`config.mk`:
```
export PLATFORM = sky130hd
export DESIGN_NAME = abm4_ctrl
export DESIGN_NICKNAME = d
export VERILOG_FILES = /design/src/rtl/abm4_pkg.sv /design/src/rtl/abm4_ctrl.sv
export SDC_FILE = /design/constraint.sdc
export NUM_CORES = 1
export LEC_CHECK = 0
export ABC_AREA = 1
export ABC_CLOCK_PERIOD_IN_PS = 5200
export BUFFER_PORTS_ARGS = -buffer_cell sky130_fd_sc_hd__buf_2
export CORE_MARGIN = 2
export CORE_UTILIZATION = 45
export CTS_CLUSTER_DIAMETER = 120
export DETAILED_ROUTE_END_ITERATION = 8
export GPL_ROUTABILITY_DRIVEN = 1
export PLACE_DENSITY = 0.79
export SLEW_MARGIN = 20
export SYNTH_ARGS = -nofsm -noshare
export SYNTH_HDL_FRONTEND = slang
export SYNTH_SLANG_ARGS = --single-unit
export TNS_END_PERCENT = 50
```
`constraint.sdc`:
```
create_clock -name clk_i -period 5.2 [get_ports clk_i]
set_input_delay 0.26 -clock clk_i [delete_from_list [all_inputs] [get_ports clk_i]]
set_output_delay 0.26 -clock clk_i [all_outputs]
set_load 0.01 [all_outputs]
```
`src/rtl/abm4_pkg.sv`:
```
`timescale 1ns / 1ps
// abm4_pkg: types, constants, saturation and the micro-op program of the drag/fall integrator
// no dependencies; used by every other file of the block but abm4_if

package abm4_pkg;

  // widths that follow from the 32 bit fields
  localparam int PROD_W = 65;  // signed 33 x 32 product
  localparam int ACC_W  = 41;  // weighted sums of up to 160 * 2^31
  localparam int PC_W   = 6;

  // register reset values
  localparam logic signed [31:0] RST_INIT_V = 32'sd196608;
  localparam logic signed [31:0] RST_INIT_Y = 32'sd9830400;
  localparam logic        [30:0] RST_DRAG   = 31'd65536;
  localparam logic        [30:0] RST_STEP_H = 31'd6554;
  localparam logic signed [31:0] RST_T0     = 32'sd0;
  localparam logic        [15:0] RST_LIMIT  = 16'd150;

  localparam logic [4:0] DIVISOR_6  = 5'd6;
  localparam logic [4:0] DIVISOR_24 = 5'd24;

  // program entry points
  localparam logic [PC_W-1:0] PC_RK  = 6'd0;
  localparam logic [PC_W-1:0] PC_AB  = 6'd21;
  localparam logic [PC_W-1:0] PC_RST = 6'd42;

  typedef enum logic [2:0] {
    CFG_INIT_V = 3'd0,
    CFG_INIT_Y = 3'd1,
    CFG_DRAG   = 3'd2,
    CFG_STEP_H = 3'd3,
    CFG_T0     = 3'd4,
    CFG_LIMIT  = 3'd5
  } cfg_idx_e;

  typedef enum logic [2:0] {
    OP_DERIV, OP_ADV, OP_ADVH, OP_MACF, OP_MAC, OP_DIV, OP_END
  } op_e;

  typedef enum logic [4:0] {
    SRC_V, SRC_K1, SRC_K2, SRC_K3, SRC_K4, SRC_V2, SRC_V3, SRC_V4,
    SRC_AH0, SRC_AH1, SRC_AH2, SRC_AH3, SRC_VH0, SRC_VH1, SRC_VH2, SRC_VH3,
    SRC_VP, SRC_FP, SRC_Q, SRC_VN
  } src_e;

  typedef enum logic [3:0] {
    DST_K1, DST_K2, DST_K3, DST_K4, DST_V2, DST_V3, DST_V4,
    DST_VP, DST_FP, DST_VN, DST_YN, DST_AN
  } dst_e;

  typedef enum logic [2:0] {
    ST_IDLE, ST_ISSUE, ST_POST, ST_DIV, ST_PUB
  } ctrl_state_e;

  typedef struct packed {
    op_e               op;
    logic signed [7:0] coef;
    src_e              src;
    dst_e              dst;
    logic              div24;
  } uop_t;

  typedef struct packed {
    logic signed [31:0] init_velocity;
    logic signed [31:0] init_height;
    logic        [30:0] drag_ratio;
    logic        [30:0] time_step;
    logic signed [31:0] start_time;
    logic        [15:0] step_limit;
  } cfg_t;

  typedef struct packed {
    logic mul_en;
    logic post_en;
    logic div_start;
    logic load_init;
    logic commit_step;
    logic commit_rst;
    logic pub;
    uop_t uop;
  } cmd_t;

  typedef struct packed {
    logic lt_limit;
    logic lt_three;
    logic div_done;
  } sts_t;

  typedef struct packed {
    logic        [15:0] step_index;
    logic signed [31:0] sim_time;
    logic signed [31:0] velocity_out;
    logic signed [31:0] height_out;
    logic signed [31:0] peak_height;
    logic        [15:0] peak_step;
    logic signed [31:0] peak_time;
    logic               near_sea_level;
    logic               finished;
  } out_t;

  function automatic logic signed [31:0] sat32(input logic signed [PROD_W:0] x);
    logic signed [31:0] r;
    if (x > 66'sd2147483647) r = 32'sh7fffffff;
    else if (x < -66'sd2147483648) r = 32'sh80000000;
    else r = x[31:0];
    return r;
  endfunction

  function automatic uop_t mk(input op_e op, input logic signed [7:0] coef,
                              input src_e src, input dst_e dst, input logic div24);
    uop_t u;
    u.op = op; u.coef = coef; u.src = src; u.dst = dst; u.div24 = div24;
    return u;
  endfunction

  // runge-kutta step, adams step, restart
  function automatic uop_t uop_rom(input logic [PC_W-1:0] pc);
    uop_t u;
    u = mk(OP_END, 8'sd0, SRC_V, DST_K1, 1'b0);
    case (pc)
      6'd0:  u = mk(OP_DERIV, 8'sd0,   SRC_V,   DST_K1, 1'b0);
      6'd1:  u = mk(OP_ADVH,  8'sd0,   SRC_K1,  DST_V2, 1'b0);
      6'd2:  u = mk(OP_DERIV, 8'sd0,   SRC_V2,  DST_K2, 1'b0);
      6'd3:  u = mk(OP_ADVH,  8'sd0,   SRC_K2,  DST_V3, 1'b0);
      6'd4:  u = mk(OP_DERIV, 8'sd0,   SRC_V3,  DST_K3, 1'b0);
      6'd5:  u = mk(OP_ADV,   8'sd0,   SRC_K3,  DST_V4, 1'b0);
      6'd6:  u = mk(OP_DERIV, 8'sd0,   SRC_V4,  DST_K4, 1'b0);
      6'd7:  u = mk(OP_MACF,  8'sd1,   SRC_K1,  DST_K1, 1'b0);
      6'd8:  u = mk(OP_MAC,   8'sd2,   SRC_K2,  DST_K1, 1'b0);
      6'd9:  u = mk(OP_MAC,   8'sd2,   SRC_K3,  DST_K1, 1'b0);
      6'd10: u = mk(OP_MAC,   8'sd1,   SRC_K4,  DST_K1, 1'b0);
      6'd11: u = mk(OP_DIV,   8'sd0,   SRC_V,   DST_K1, 1'b0);
      6'd12: u = mk(OP_ADV,   8'sd0,   SRC_Q,   DST_VN, 1'b0);
      6'd13: u = mk(OP_MACF,  8'sd1,   SRC_V,   DST_K1, 1'b0);
      6'd14: u = mk(OP_MAC,   8'sd2,   SRC_V2,  DST_K1, 1'b0);
      6'd15: u = mk(OP_MAC,   8'sd2,   SRC_V3,  DST_K1, 1'b0);
      6'd16: u = mk(OP_MAC,   8'sd1,   SRC_V4,  DST_K1, 1'b0);
      6'd17: u = mk(OP_DIV,   8'sd0,   SRC_V,   DST_K1, 1'b0);
      6'd18: u = mk(OP_ADV,   8'sd0,   SRC_Q,   DST_YN, 1'b0);
      6'd19: u = mk(OP_DERIV, 8'sd0,   SRC_VN,  DST_AN, 1'b0);
      6'd20: u = mk(OP_END,   8'sd0,   SRC_V,   DST_K1, 1'b0);
      6'd21: u = mk(OP_MACF,  8'sd55,  SRC_AH0, DST_K1, 1'b0);
      6'd22: u = mk(OP_MAC,   -8'sd59, SRC_AH1, DST_K1, 1'b0);
      6'd23: u = mk(OP_MAC,   8'sd37,  SRC_AH2, DST_K1, 1'b0);
      6'd24: u = mk(OP_MAC,   -8'sd9,  SRC_AH3, DST_K1, 1'b0);
      6'd25: u = mk(OP_DIV,   8'sd0,   SRC_V,   DST_K1, 1'b1);
      6'd26: u = mk(OP_ADV,   8'sd0,   SRC_Q,   DST_VP, 1'b0);
      6'd27: u = mk(OP_DERIV, 8'sd0,   SRC_VP,  DST_FP, 1'b0);
      6'd28: u = mk(OP_MACF,  8'sd1,   SRC_AH2, DST_K1, 1'b0);
      6'd29: u = mk(OP_MAC,   -8'sd5,  SRC_AH1, DST_K1, 1'b0);
      6'd30: u = mk(OP_MAC,   8'sd19,  SRC_AH0, DST_K1, 1'b0);
      6'd31: u = mk(OP_MAC,   8'sd9,   SRC_FP,  DST_K1, 1'b0);
      6'd32: u = mk(OP_DIV,   8'sd0,   SRC_V,   DST_K1, 1'b1);
      6'd33: u = mk(OP_ADV,   8'sd0,   SRC_Q,   DST_VN, 1'b0);
      6'd34: u = mk(OP_MACF,  8'sd1,   SRC_VH2, DST_K1, 1'b0);
      6'd35: u = mk(OP_MAC,   -8'sd5,  SRC_VH1, DST_K1, 1'b0);
      6'd36: u = mk(OP_MAC,   8'sd19,  SRC_VH0, DST_K1, 1'b0);
      6'd37: u = mk(OP_MAC,   8'sd9,   SRC_VP,  DST_K1, 1'b0);
      6'd38: u = mk(OP_DIV,   8'sd0,   SRC_V,   DST_K1, 1'b1);
      6'd39: u = mk(OP_ADV,   8'sd0,   SRC_Q,   DST_YN, 1'b0);
      6'd40: u = mk(OP_DERIV, 8'sd0,   SRC_VN,  DST_AN, 1'b0);
      6'd41: u = mk(OP_END,   8'sd0,   SRC_V,   DST_K1, 1'b0);
      6'd42: u = mk(OP_DERIV, 8'sd0,   SRC_V,   DST_AN, 1'b0);
      default: u = mk(OP_END, 8'sd0,   SRC_V,   DST_K1, 1'b0);
    endcase
    return u;
  endfunction

endpackage

```
`src/rtl/abm4_ctrl.sv`:
```
`timescale 1ns / 1ps
// abm4_ctrl: sequencer over the micro-op program, handshakes of both channels
// depends on abm4_pkg

module abm4_ctrl (
  input  logic           clk_i,
  input  logic           rst_ni,
  input  logic           in_valid_i,
  input  logic           restart_i,
  output logic           in_ready_o,
  input  logic           out_ready_i,
  output logic           out_valid_o,
  input  abm4_pkg::sts_t sts_i,
  output abm4_pkg::cmd_t cmd_o
);
  abm4_pkg::ctrl_state_e state_q, state_d;
  logic [abm4_pkg::PC_W-1:0] pc_q, pc_d;
  logic mode_rst_q, mode_rst_d;
  logic out_valid_q, out_valid_d;
  logic slot_free;
  abm4_pkg::uop_t uop;

  assign uop       = abm4_pkg::uop_rom(pc_q);
  assign slot_free = !out_valid_q || out_ready_i;

  always_comb begin
    state_d    = state_q;
    pc_d       = pc_q;
    mode_rst_d = mode_rst_q;
    unique case (state_q)
      abm4_pkg::ST_IDLE: begin
        if (in_valid_i) begin
          if (restart_i) begin
            state_d    = abm4_pkg::ST_ISSUE;
            pc_d       = abm4_pkg::PC_RST;
            mode_rst_d = 1'b1;
          end else if (sts_i.lt_limit) begin
            state_d    = abm4_pkg::ST_ISSUE;
            pc_d       = sts_i.lt_three ? abm4_pkg::PC_RK : abm4_pkg::PC_AB;
            mode_rst_d = 1'b0;
          end else begin
            state_d = abm4_pkg::ST_PUB;
          end
        end
      end
      abm4_pkg::ST_ISSUE: begin
        case (uop.op)
          abm4_pkg::OP_DIV: state_d = abm4_pkg::ST_DIV;
          abm4_pkg::OP_END: state_d = abm4_pkg::ST_PUB;
          default:          state_d = abm4_pkg::ST_POST;
        endcase
      end
      abm4_pkg::ST_POST: begin
        state_d = abm4_pkg::ST_ISSUE;
        pc_d    = pc_q + 1'b1;
      end
      abm4_pkg::ST_DIV: begin
        if (sts_i.div_done) begin
          state_d = abm4_pkg::ST_ISSUE;
          pc_d    = pc_q + 1'b1;
        end
      end
      abm4_pkg::ST_PUB: begin
        if (slot_free) state_d = abm4_pkg::ST_IDLE;
      end
      default: state_d = abm4_pkg::ST_IDLE;
    endcase
  end

  always_comb begin
    cmd_o       = '0;
    cmd_o.uop   = uop;
    in_ready_o  = 1'b0;
    unique case (state_q)
      abm4_pkg::ST_IDLE: begin
        in_ready_o      = 1'b1;
        cmd_o.load_init = in_valid_i && restart_i;
      end
      abm4_pkg::ST_ISSUE: begin
        case (uop.op)
          abm4_pkg::OP_DIV: cmd_o.div_start = 1'b1;
          abm4_pkg::OP_END: begin
            cmd_o.commit_rst  = mode_rst_q;
            cmd_o.commit_step = !mode_rst_q;
          end
          default: cmd_o.mul_en = 1'b1;
        endcase
      end
      abm4_pkg::ST_POST: cmd_o.post_en = 1'b1;
      abm4_pkg::ST_DIV:  ;
      abm4_pkg::ST_PUB:  cmd_o.pub = slot_free;
      default: ;
    endcase
  end

  always_comb begin
    if (cmd_o.pub)        out_valid_d = 1'b1;
    else if (out_ready_i) out_valid_d = 1'b0;
    else                  out_valid_d = out_valid_q;
  end

  always_ff @(posedge clk_i or negedge rst_ni) begin
    if (!rst_ni) begin
      state_q     <= abm4_pkg::ST_IDLE;
      pc_q        <= '0;
      mode_rst_q  <= 1'b0;
      out_valid_q <= 1'b0;
    end else begin
      state_q     <= state_d;
      pc_q        <= pc_d;
      mode_rst_q  <= mode_rst_d;
      out_valid_q <= out_valid_d;
    end
  end

  assign out_valid_o = out_valid_q;
endmodule

```
# Word level (Yosys, flattened, before mapping)
# Memory sizes are Yosys's and may differ from the RTL's.
# Index checks and enable logic that the tools add are counted.
dict set report totals {
  reg_bits 11
  mem_bits_ro 1344
  inputBits 8
  out_inout_bits 30
  elab_cells 55
  memories 1
}
# name words width rd rd_ports_with_merged_regs wr line
set memory_table {}
lappend memory_table {{(no name shown)} 64 21 1 0 0 abm4_pkg.sv:121} ;# case (pc)
dict set report classes {
  n_addsub 1
  n_eq_ne 10
  mux 27
  n_reduce_logical 12
}
# cell count
set op_table {}
lappend op_table {{6-bit two-way mux} 4}
lappend op_table {{6-bit one-hot mux with 3 select lines} 1}
lappend op_table {{3-bit two-way mux} 5}
lappend op_table {{3-bit one-hot mux with 5 select lines} 1}
lappend op_table {{1-bit two-way mux} 12}
lappend op_table {{3-bit == test (second input constant)} 3}
lappend op_table {{6-bit by 1-bit adder with 6-bit output (second input constant)} 1}
lappend op_table {{3-bit by 2-bit == test with 1-bit output (second input constant)} 2}
lappend op_table {{2-bit inequality test (second input constant)} 3}
lappend op_table {{3-bit one-hot mux with 2 select lines} 1}
lappend op_table {{3-bit AND reduction} 2}
lappend op_table {{5-bit two-way mux} 1}
lappend op_table {{2-bit two-way mux} 2}
lappend op_table {{4-bit AND reduction} 1}
lappend op_table {{2-bit nonzero test} 2}
lappend op_table {{3-bit by 1-bit == test with 1-bit output (second input constant)} 1}
lappend op_table {{3-bit zero test} 1}
lappend op_table {{3-bit inequality test (second input constant)} 1}
lappend op_table {{3-bit nonzero test} 1}
lappend op_table {{1-bit zero test} 2}
lappend op_table {{2-bit OR reduction} 1}
lappend op_table {{1-bit logical AND} 1}
lappend op_table {{1-bit logical OR} 1}

# Depth between registers and ports, before layout
# Gate-level depths: netlist of the first run.
dict set report logic_depth {
  word_depth 5
  ltp_mapped 13
  mapped_depth_nobuf 13
}

# Worst setup path before layout of the first run
# No wires, ideal clock.
dict set report synth_timing {
  kind {register -> output}
  startpoint {register pc_q[1] in the netlist's numbering}
  endpoint {output cmd_o[22] in the netlist's numbering}
  arrival_time_ps 1717
  required_time_ps 4940
  path_slack_ps 3223
  stages_incl_launch_ff 12
  cell_sequence {dfrtp_1 > inv_1 > ha_1 > nand2_1 > nand2_1 > nand2_1 > nand2_1 > nand2_1 > nand2_1 > nor2_2 > nand3_1 > nor2_1}
}
# element line
set synth_lines {}
lappend synth_lines {{start, declared} abm4_ctrl.sv:17} ;# logic [abm4_pkg::PC_W-1:0] pc_q, pc_d;
lappend synth_lines {{start signal, assigned} abm4_ctrl.sv:110} ;# pc_q <= pc_d;
lappend synth_lines {{end, declared} abm4_ctrl.sv:14} ;# output abm4_pkg::cmd_t cmd_o

==> flow_metrics.env, run 1 <==
export IMPL_status="complete, no violations"
export IMPL_max_freq_mhz=354.6
export IMPL_async_flop_share_pct=100.0
export IMPL_placed_area_um2=1822
export IMPL_grt_setup_unrepaired="no"
export IMPL_die_w_um=64.63
export IMPL_drv_slew=0
export IMPL_leakagePower_uw=0.001021
export IMPL_first_pass_iters=5
export IMPL_grtUsageTotal_pct=24.20
export IMPL_fin_util_pct=52.05
export IMPL_antenna_found_initial=0
export IMPL_cpLargestDelayFamily="simple AND/OR/NAND/NOR gates"
export IMPL_p_comb_share_pct=76.4
export IMPL_crit_chain="inv_1 > nand2_1 > nand3_1 > nand2_1 > nand2_1 > nor2_2 > nand3_1 > nor2_1 > buf_2"
export IMPL_critical_path_depth=9
export IMPL_drt_iter0_markers=217
export IMPL_seq_area_frac_synth_pct=16.64
export IMPL_reg2reg_depth=8
export IMPL_yosysTopAreaCell="nand2_1"
export IMPL_core_area_um2=3606
export IMPL_fin_crit_ns=2.820
export IMPL_grt_overflow_total=0
export IMPL_clkTransAtPathRegs_ns=0.05
export IMPL_hold_buffers=1
export IMPL_synth_edff_count=0
export IMPL_ant_nets=0
export IMPL_grt_max_degree=27
export IMPL_internal_power_uw=551.9
export IMPL_required_ns=4.94
export IMPL_cpMaxStageDelayCell="dfrtp_1"
export IMPL_fin_skew_ns=0.003090
export IMPL_grt_pass1_vias=1792
export IMPL_synth_area_leaders="nand2_1, dfrtp_1, ha_1"
export IMPL_min_from="out_ready_i"
export IMPL_route_detailed_drc=0
export IMPL_portBuffers=37
export IMPL_seqCellArea_um2=275.3
export IMPL_p_sw_share_pct=60.36
export IMPL_final_common_cell="nand2_1"
export IMPL_peakVddDrop_mv=0.2856
export IMPL_dp_cells=350
export IMPL_setup_tns_ns=0
export IMPL_wl_per_cell_um=13.67
export IMPL_die_y_um=64.63
export IMPL_yosysUniqueCellTypes=33
export IMPL_root_buffer="clkbuf_8"
export IMPL_ctsResizeCount=0
export IMPL_hold_violations=0
export IMPL_final_area_um2=1877
export IMPL_r2r_start="pc_q[2]"
export IMPL_antennaDiodeCount=0
export IMPL_synth_top_area_share_pct=17.47
export IMPL_ios=38
export IMPL_core_rowCount=22
export IMPL_clkPwrFrac_pct=6.2
export IMPL_finalSetupViolCount=0
export IMPL_powerDensity_nw_per_um2=741.9
export IMPL_areaGrowthSynthToFinish_pct=13.46
export IMPL_synthCells=276
export IMPL_num_vias=2007
export IMPL_critPathKind="register to output port"
export IMPL_critPathBufInv=2
export IMPL_p_sw_uw=840.5
export IMPL_routed_wl_mm=4.853
export IMPL_synth_cell_area_um2=1654
export IMPL_nNetsFinal=329
export IMPL_initial_utilization_pct=45.87
export IMPL_multi_input_area_um2=1160
export IMPL_critPathMaxStageDelay_ns=0.83
export IMPL_p_seq_share_pct=17.4
export IMPL_relSlewSlack_pct=43.88
export IMPL_clockBufferDepth=2
export IMPL_syn_num_nets=297
export IMPL_min_path_type="input port to register"
export IMPL_cts_tree="done"
export IMPL_startpoint="pc_q[2]"
export IMPL_path_common_cell="nand2_1"
export IMPL_cts_sinks=11
export IMPL_synth_ff_type="dfrtp_1"
export IMPL_htree_num_levels=1
export IMPL_viasPerCell=5.654
export IMPL_arrival_ns=2.56
export IMPL_numCtsBuffers=3
export IMPL_start_kind="register"
export IMPL_min_path_cells=4
export IMPL_cap_violations=0
export IMPL_worst_setup_path_end_kind="output port"
export IMPL_cp_max_fo=25
export IMPL_fin_cells=355
export IMPL_worstMarginPinSlew_ns=0.8418
export IMPL_post_route_cells_drive_above_1_share_pct=20.85
export IMPL_grt_pass1_wl_mm=7.983
export IMPL_layout_common_cells="nand2_1, buf_2, nor2_1, inv_1, o21ai_0"
export IMPL_die_area_um2=4176
export IMPL_yosys_warnings=0
export IMPL_gp_congestion=0.9571
export IMPL_postCtsSetupBuffers=0
export IMPL_period_share_pct=54.23
export IMPL_avgSynthCellArea_um2=5.993
export IMPL_ys_ff_latch=11
export IMPL_clock_latency_ns=0.24
export IMPL_dp_hpwl_mm=3.696
export IMPL_fillers=382
==> registers in the layout, indices dropped and copies added, names as in the netlist <==
name,cells
mode_rst_q,1
pc_q,6
state_q,3
out_valid_o,1
==> layer usage <==
layer | wire length [um] | part of all wire [%] | vias up | GRT usage, %
met2 | 2252 | 46 | 110 | 39.32
met1 | 2081 | 43 | 911 | 31.47
li1 | - | - | 971 | -
met5 | 0 | 0 | - | 0
met4 | 131 | 2.7 | 0 | 12.23
met3 | 387 | 8.0 | 15 | 3.125
==> worst reg2reg max path, cell delays in order, from the launching register on <==
cell and delay (ns):
dfrtp_1 0.83, inv_1 0.44, nand2_1 0.27, nand3_1 0.09, nand2_1 0.14, nand2_1 0.08, nor2_2 0.10, nand3_1 0.14
a21oi_1 0.16
==> power groups by stage <==
stage                     Sequential (uW)  Combinational [uW]  Clock (uW)
after global routing                  251                1190        95.9
after detailed placement              238                1040           0
final                                 242                1060        85.8
after global placement                237                1040           0
after floorplan                       169                 839           0
after CTS                             237                1050        87.6
==> synth_stat cells, types with 3 or more instances <==
cell       count
ha_1          13
dfrtp_1       11
a21oi_1       11
inv_1         29
inv_2          7
nand2_1       77
o2111ai_1      3
buf_4          4
nand3_1       11
buf_2          5
nand2_2        4
o211ai_1       3
o21ai_0       26
nor2_1        35
nor2_2         5
a31oi_1        4
nor3_1         4
==> logic make-up after synthesis <==
kind of cell             count (synthesis)  share of synthesized area, %
flip-flops                              11                         16.64
AND/OR/NAND/NOR                        139                         35.93
AO/OA/AOI/OAI                           65                         24.36
adder cells (fa/ha/maj)                 13                         9.834
buffers and inverters                   48                         13.24
==> metrics by stage <==
stage                     total power (uW)  setup slack (ns)  hold WS (ns)
final                                 1392             2.380        0.3002
after global routing                  1532             2.122        0.3362
after CTS                             1375             2.424        0.2981
after global placement                1279             2.754        0.1435
after detailed placement              1282             2.700        0.1430
after floorplan                       1008             3.223      -0.03559
==> layout make-up <==
class | instances | share of cell area [%]
Tap cell | 48 | 3.200
Inverter | 37 | 7.533
Timing Repair Buffer | 38 | 10.40
Multi-Input combinational cell | 217 | 61.80
Sequential cell | 11 | 14.67
Clock buffer | 4 | 2.400
==> worst paths after layout <==
| check | end | slack [ns] |
|---|---|---|
| min | out_valid_o | 0.30 |
| max | cmd_o[22] | 2.38 |
| max reg2reg | state_q[2] | 2.88 |
| max in group asynchronous | state_q[0] | 4.55 |
| min in group asynchronous | pc_q[5] | 0.44 |
| min reg2reg | mode_rst_q | 0.52 |
Note: power is estimated with default switching activity, not from simulation.
==> inputs of run 2 (changes only) <==
--- a/config.mk
+++ b/config.mk
@@ -6,14 +6,14 @@
 export NUM_CORES = 1
 export LEC_CHECK = 0
 export ABC_AREA = 1
-export ABC_CLOCK_PERIOD_IN_PS = 5200
+export ABC_CLOCK_PERIOD_IN_PS = 2330
 export BUFFER_PORTS_ARGS = -buffer_cell sky130_fd_sc_hd__buf_2
 export CORE_MARGIN = 2
 export CORE_UTILIZATION = 45
 export CTS_CLUSTER_DIAMETER = 120
 export DETAILED_ROUTE_END_ITERATION = 8
 export GPL_ROUTABILITY_DRIVEN = 1
-export PLACE_DENSITY = 0.79
+export PLACE_DENSITY = 0.82
 export SLEW_MARGIN = 20
 export SYNTH_ARGS = -nofsm -noshare
 export SYNTH_HDL_FRONTEND = slang
==> constraint.sdc (replaced) <==
create_clock -name clk_i -period 2.33 [get_ports clk_i]
set_input_delay 0.1165 -clock clk_i [delete_from_list [all_inputs] [get_ports clk_i]]
set_output_delay 0.1165 -clock clk_i [all_outputs]
set_load 0.01 [all_outputs]
==> flow_metrics.env, run 2 (synthesis gave the netlist of run 1 again) <==
export IMPL_grtUsageTotal_pct=24.98
export IMPL_finalPower_uw=3239
export IMPL_top_register="pc_q"
export IMPL_num_vias=1963
export IMPL_crit_chain="buf_4 > ha_2 > nand2_2 > nand3_1 > nand2_1 > nand2_1 > nand2_1 > nor2_2 > nand3_1 > nor2_1 > buf_2"
export IMPL_initial_utilization_pct=45.87
export IMPL_grt_pass1_wl_mm=8.314
export IMPL_first_pass_iters=5
export IMPL_cp_max_fo=6
export IMPL_antenna_found_initial=0
export IMPL_required_ns=2.21
export IMPL_antennaDiodeCount=0
export IMPL_peakVddDrop_mv=1.080
export IMPL_grt_overflow_total=0
export IMPL_post_route_cells_drive_above_1_share_pct=25.40
export IMPL_fin_crit_ns=2.170
export IMPL_routed_wl_mm=5.045
export IMPL_dp_hpwl_mm=3.850
export IMPL_min_path_type="input port to register"
export IMPL_drv_slew=0
export IMPL_fin_skew_ns=0.0008038
export IMPL_core_area_um2=3606
export IMPL_viasPerCell=5.408
export IMPL_fillers=376
export IMPL_setup_tns_ns=0
export IMPL_numCtsBuffers=3
export IMPL_cts_sinks=11
export IMPL_cap_violations=0
export IMPL_grt_setup_unrepaired="no"
export IMPL_powerDensity_nw_per_um2=1662
export IMPL_cts_tree="done"
export IMPL_finalSetupViolCount=0
export IMPL_worstMarginPinSlew_ns=0.3521
export IMPL_drt_iter0_markers=235
export IMPL_gp_congestion=0.9416
export IMPL_leakagePower_uw=0.001052
export IMPL_core_rowCount=22
export IMPL_clock_latency_ns=0.24
export IMPL_grt_max_degree=26
export IMPL_relSlewSlack_pct=76.50
export IMPL_cpMaxStageDelayCell="dfrtp_2"
export IMPL_multi_input_area_um2=1170
export IMPL_root_buffer="clkbuf_8"
export IMPL_status="complete, no violations"
export IMPL_layout_common_cells="nand2_1, buf_2, nor2_1, inv_1, o21ai_0"
export IMPL_areaGrowthSynthToFinish_pct=17.85
export IMPL_portBuffers=37
export IMPL_wl_per_cell_um=13.90
export IMPL_period_share_pct=93.15
export IMPL_route_detailed_drc=0
export IMPL_dp_cells=355
export IMPL_grt_pass1_vias=1798
export IMPL_arrival_ns=2.05
export IMPL_final_area_um2=1949
export IMPL_ios=38
export IMPL_nNetsFinal=337
export IMPL_critPathKind="register to output port"
export IMPL_worst_setup_path_end_kind="output port"
export IMPL_clkTransAtPathRegs_ns=0.05
export IMPL_path_common_cell="nand2_1"
export IMPL_placed_area_um2=1859
export IMPL_hold_violations=0
export IMPL_fin_cells=363
export IMPL_largest_reg_flops=6
export IMPL_critPathMaxStageDelay_ns=0.41
export IMPL_clockBufferDepth=2
export IMPL_htree_num_levels=1
export IMPL_final_common_cell="nand2_1"
export IMPL_max_freq_mhz=460.8
export IMPL_die_area_um2=4176
export IMPL_die_y_um=64.63
export IMPL_biggestRegsByFlops="pc_q: 6 flops, state_q: 3 flops"
export IMPL_ant_nets=0
export IMPL_seqCellArea_um2=277.8
export IMPL_die_w_um=64.63
export IMPL_start_kind="register"
==> run 2: final timing paths <==
path                            cells past startpoint          end  slack (ns)         from
worst min register to register                      2   mode_rst_q        0.54   mode_rst_q
worst max-delay path                               11    cmd_o[23]        0.16      pc_q[1]
min in group asynchronous                           2   mode_rst_q        0.30       rst_ni
max in group asynchronous                           2      pc_q[1]        1.80       rst_ni
worst max register to register                     10   state_q[2]        0.56      pc_q[1]
worst min-delay path                                4  out_valid_o        0.17  out_ready_i
==> run 2: per-stage QoR <==
stage / hold slack, ns / worst slack, ns / util, %
final: 0.1723 / 0.1596 / 54.06
after global routing: 0.1951 / 0.01433 / 54.06
after CTS: 0.1692 / 0.04380 / 53.09
after detailed placement: -0.001496 / 0.3034 / 51.56
after global placement: 0.001329 / 0.3822 / 51.56
after floorplan: -0.1791 / 0.4961 / -
==> run 2: critical path: cells and delay by family (launching register included) <==
family	cells	cell delay, ns
adders and majority gates	1	0.25
buffers and inverters	2	0.31
DFF	1	0.41
and+or+nand+nor	8	0.83
==> run 2: layer usage <==
metal | part of all wire (%) | global-route usage (%) | vias up
li1 | - | - | 979
met2 | 47 | 41.41 | 81
met4 | 2.1 | 7.979 | 0
met5 | 0 | 0 | -
met1 | 44 | 34.37 | 893
met3 | 6.9 | 2.083 | 10
==> run 2: repair_timing <==
| item | CTS | global route |
|---|---|---|
| setup endpoints to repair | 0 | 7 |
| hold buffers | 1 | 0 |
| endpoints found under the hold margin | 11 | 0 |
| gates resized for setup | 0 | 9 |
| setup buffers | 0 | 3 |
==> run 2: area by class of cell <==
cell class                 instances  share of cell area (%)
clock buffer                       4                   2.311
inverter                          37                   7.381
multi-input combinational        217                   60.01
sequential                        11                   14.25
tap                               48                   3.081
timing repair buffer              46                   12.97
==> run 2: power breakdown <==
part	total (uW)	leakage (uW)	switching, uW	internal, uW
registers	402	0.000133	117	284
clock network	190	0.0000228	69.8	120
logic	2650	0.000897	1730	922
total	3240	0.00105	1910	1330
==> inputs of run 3 (changes only) <==
--- a/config.mk
+++ b/config.mk
@@ -8,12 +8,11 @@
 export ABC_AREA = 1
 export ABC_CLOCK_PERIOD_IN_PS = 2330
 export BUFFER_PORTS_ARGS = -buffer_cell sky130_fd_sc_hd__buf_2
-export CORE_MARGIN = 2
 export CORE_UTILIZATION = 45
 export CTS_CLUSTER_DIAMETER = 120
 export DETAILED_ROUTE_END_ITERATION = 8
 export GPL_ROUTABILITY_DRIVEN = 1
-export PLACE_DENSITY = 0.82
+export PLACE_DENSITY = 0.81
 export SLEW_MARGIN = 20
 export SYNTH_ARGS = -nofsm -noshare
 export SYNTH_HDL_FRONTEND = slang
==> flow_metrics.env, run 3 (synthesis gave the netlist of run 1 again) <==
export IMPL_status="complete, no violations"
export IMPL_p_seq_share_pct=12.8
export IMPL_cp_max_fo=8
export IMPL_final_common_cell="nand2_1"
export IMPL_internal_power_uw=1262
export IMPL_p_sw_share_pct=60.17
export IMPL_grt_overflow_total=0
export IMPL_finalSetupViolCount=0
export IMPL_rrSetupSlack_ns=0.54
export IMPL_critPathBufInv=2
export IMPL_dp_hpwl_mm=3.806
export IMPL_worst_setup_path_end_kind="output port"
export IMPL_cap_violations=0
export IMPL_clkPwrFrac_pct=4.1
export IMPL_grtUsageTotal_pct=25.33
export IMPL_clkTransAtPathRegs_ns=0.07
export IMPL_cpMaxStageDelayCell="dfrtp_2"
export IMPL_nNetsFinal=336
export IMPL_first_pass_iters=4
export IMPL_portBuffers=37
export IMPL_drt_iter0_markers=202
export IMPL_layout_common_cells="nand2_1, buf_2, nor2_1, inv_1, o21ai_0"
export IMPL_hold_violations=0
export IMPL_clockBufferDepth=2
export IMPL_max_freq_mhz=458.2
export IMPL_antennaDiodeCount=0
export IMPL_initial_utilization_pct=48.42
export IMPL_post_route_cells_drive_above_1_share_pct=24.52
export IMPL_p_comb_share_pct=83.2
export IMPL_antenna_found_initial=0
export IMPL_p_sw_uw=1906
export IMPL_cts_tree="done"
export IMPL_period_share_pct=93.66
export IMPL_core_area_um2=3416
export IMPL_grt_max_degree=26
export IMPL_die_y_um=62.63
export IMPL_worstMarginPinSlew_ns=0.3903
export IMPL_largest_reg_flops=6
export IMPL_critPathKind="register to output port"
export IMPL_powerDensity_nw_per_um2=1653
export IMPL_gp_congestion=0.9934
export IMPL_wl_per_cell_um=13.51
export IMPL_arrival_ns=2.07
export IMPL_clock_latency_ns=0.27
export IMPL_root_buffer="clkbuf_4"
export IMPL_required_ns=2.21
export IMPL_fin_crit_ns=2.182
export IMPL_grt_pass1_wl_mm=8.017
export IMPL_leakagePower_uw=0.001042
export IMPL_htree_num_levels=1
export IMPL_cpLargestDelayFamily="simple AND/OR/NAND/NOR gates"
export IMPL_crit_chain="inv_2 > ha_1 > nand2_1 > nand2_1 > nand2_1 > nand2_1 > nand2_1 > nand2_1 > nor2_2 > nand3_1 > nor2_1 > buf_2"
export IMPL_biggestRegsByFlops="pc_q: 6 flops, state_q: 3 flops"
export IMPL_top_register="pc_q"
export IMPL_peakVddDrop_mv=0.9144
export IMPL_grt_pass1_vias=1783
export IMPL_relSlewSlack_pct=73.98
export IMPL_areaGrowthSynthToFinish_pct=15.89
export IMPL_numCtsBuffers=3
export IMPL_routed_wl_mm=4.863
export IMPL_die_area_um2=3922
export IMPL_timing_hold_ws_ns=0.1402
export IMPL_viasPerCell=5.458
export IMPL_ios=38
export IMPL_critPathMaxStageDelay_ns=0.44
export IMPL_fin_skew_ns=0.005852
export IMPL_min_path_type="input port to register"
export IMPL_fin_util_pct=56.12
export IMPL_cts_sinks=11
export IMPL_die_w_um=62.63
export IMPL_num_vias=1965
export IMPL_drv_slew=0
export IMPL_start_kind="register"
export IMPL_ant_nets=0
export IMPL_core_rowCount=21
export IMPL_path_common_cell="nand2_1"
export IMPL_route_detailed_drc=0
==> run 3: changes by cell type in the layout (fill, tap and decap cells not counted), sizes merged <==
cell,before,now
clkbuf,5,4
==> run 3: area by class of cell <==
cell class	instances	area [um^2]
Fill cell	369	1499
Multi-Input combinational cell	217	1167
Sequential cell	11	276.5
Timing Repair Buffer	45	247.7
Inverter	37	141.4
Tap cell	46	57.56
Clock buffer	4	26.28
==> run 3: worst paths after layout <==
check                      cells after the start        start           to
max                                           12      pc_q[0]    cmd_o[23]
min                                            4  out_ready_i  out_valid_o
max reg2reg                                   11      pc_q[5]   state_q[0]
min reg2reg                                    2   mode_rst_q   mode_rst_q
max in group asynchronous                      2       rst_ni      pc_q[0]
min in group asynchronous                      2       rst_ni   state_q[2]
==> run 3: repair_timing <==
item / 4_1_cts / 5_1_grt
gates cloned: 0 / 0
buffers inserted: 0 / 2
hold buffers: 1 / 0
resized for setup: 1 / 5
endpoints found under the hold margin: 11 / 0
setup endpoints to repair: 2 / 6
==> run 3: power by group through the flow <==
stage | Combinational (uW) | Clock (uW) | Sequential, uW
global route | 2910 | 141 | 411
detailed placement | 2540 | 0 | 398
global placement | 2550 | 0 | 396
CTS | 2550 | 132 | 396
finish | 2640 | 129 | 404
floorplan | 1870 | 0 | 377
==> run 3: routing by layer <==
layer / vias up / wire length (um) / track usage [%]
met1: 851 / 2044 / 34.34
met5: - / 0 / 0
met4: 0 / 150 / 14.53
met2: 107 / 2200 / 38.04
li1: 985 / - / -
met3: 22 / 467 / 3.650
==> run 3: per-stage QoR <==
stage / total power (uW) / instance area, um^2 / instances / setup WS, ns / TNS [ns]
floorplan: 2250 / 1654 / 276 / 0.4961 / 0
global route: 3458 / 1917 / 360 / -0.001705 / -0.001705
finish: 3168 / 1917 / 360 / 0.1478 / 0
CTS: 3078 / 1894 / 358 / 0.04464 / 0
global placement: 2945 / 1857 / 353 / 0.3441 / 0
detailed placement: 2936 / 1857 / 353 / 0.2401 / 0
==> run 3: worst register-to-register path, stage by stage (launching register included) <==
cell,delay [ns]
dfrtp_1,0.58
inv_2,0.19
nor2_4,0.19
inv_2,0.11
nor2_8,0.15
nand2_2,0.06
nand2_2,0.09
a21oi_2,0.04
nand3_1,0.10
nand2_1,0.07
nand2_1,0.05
nand2_1,0.05
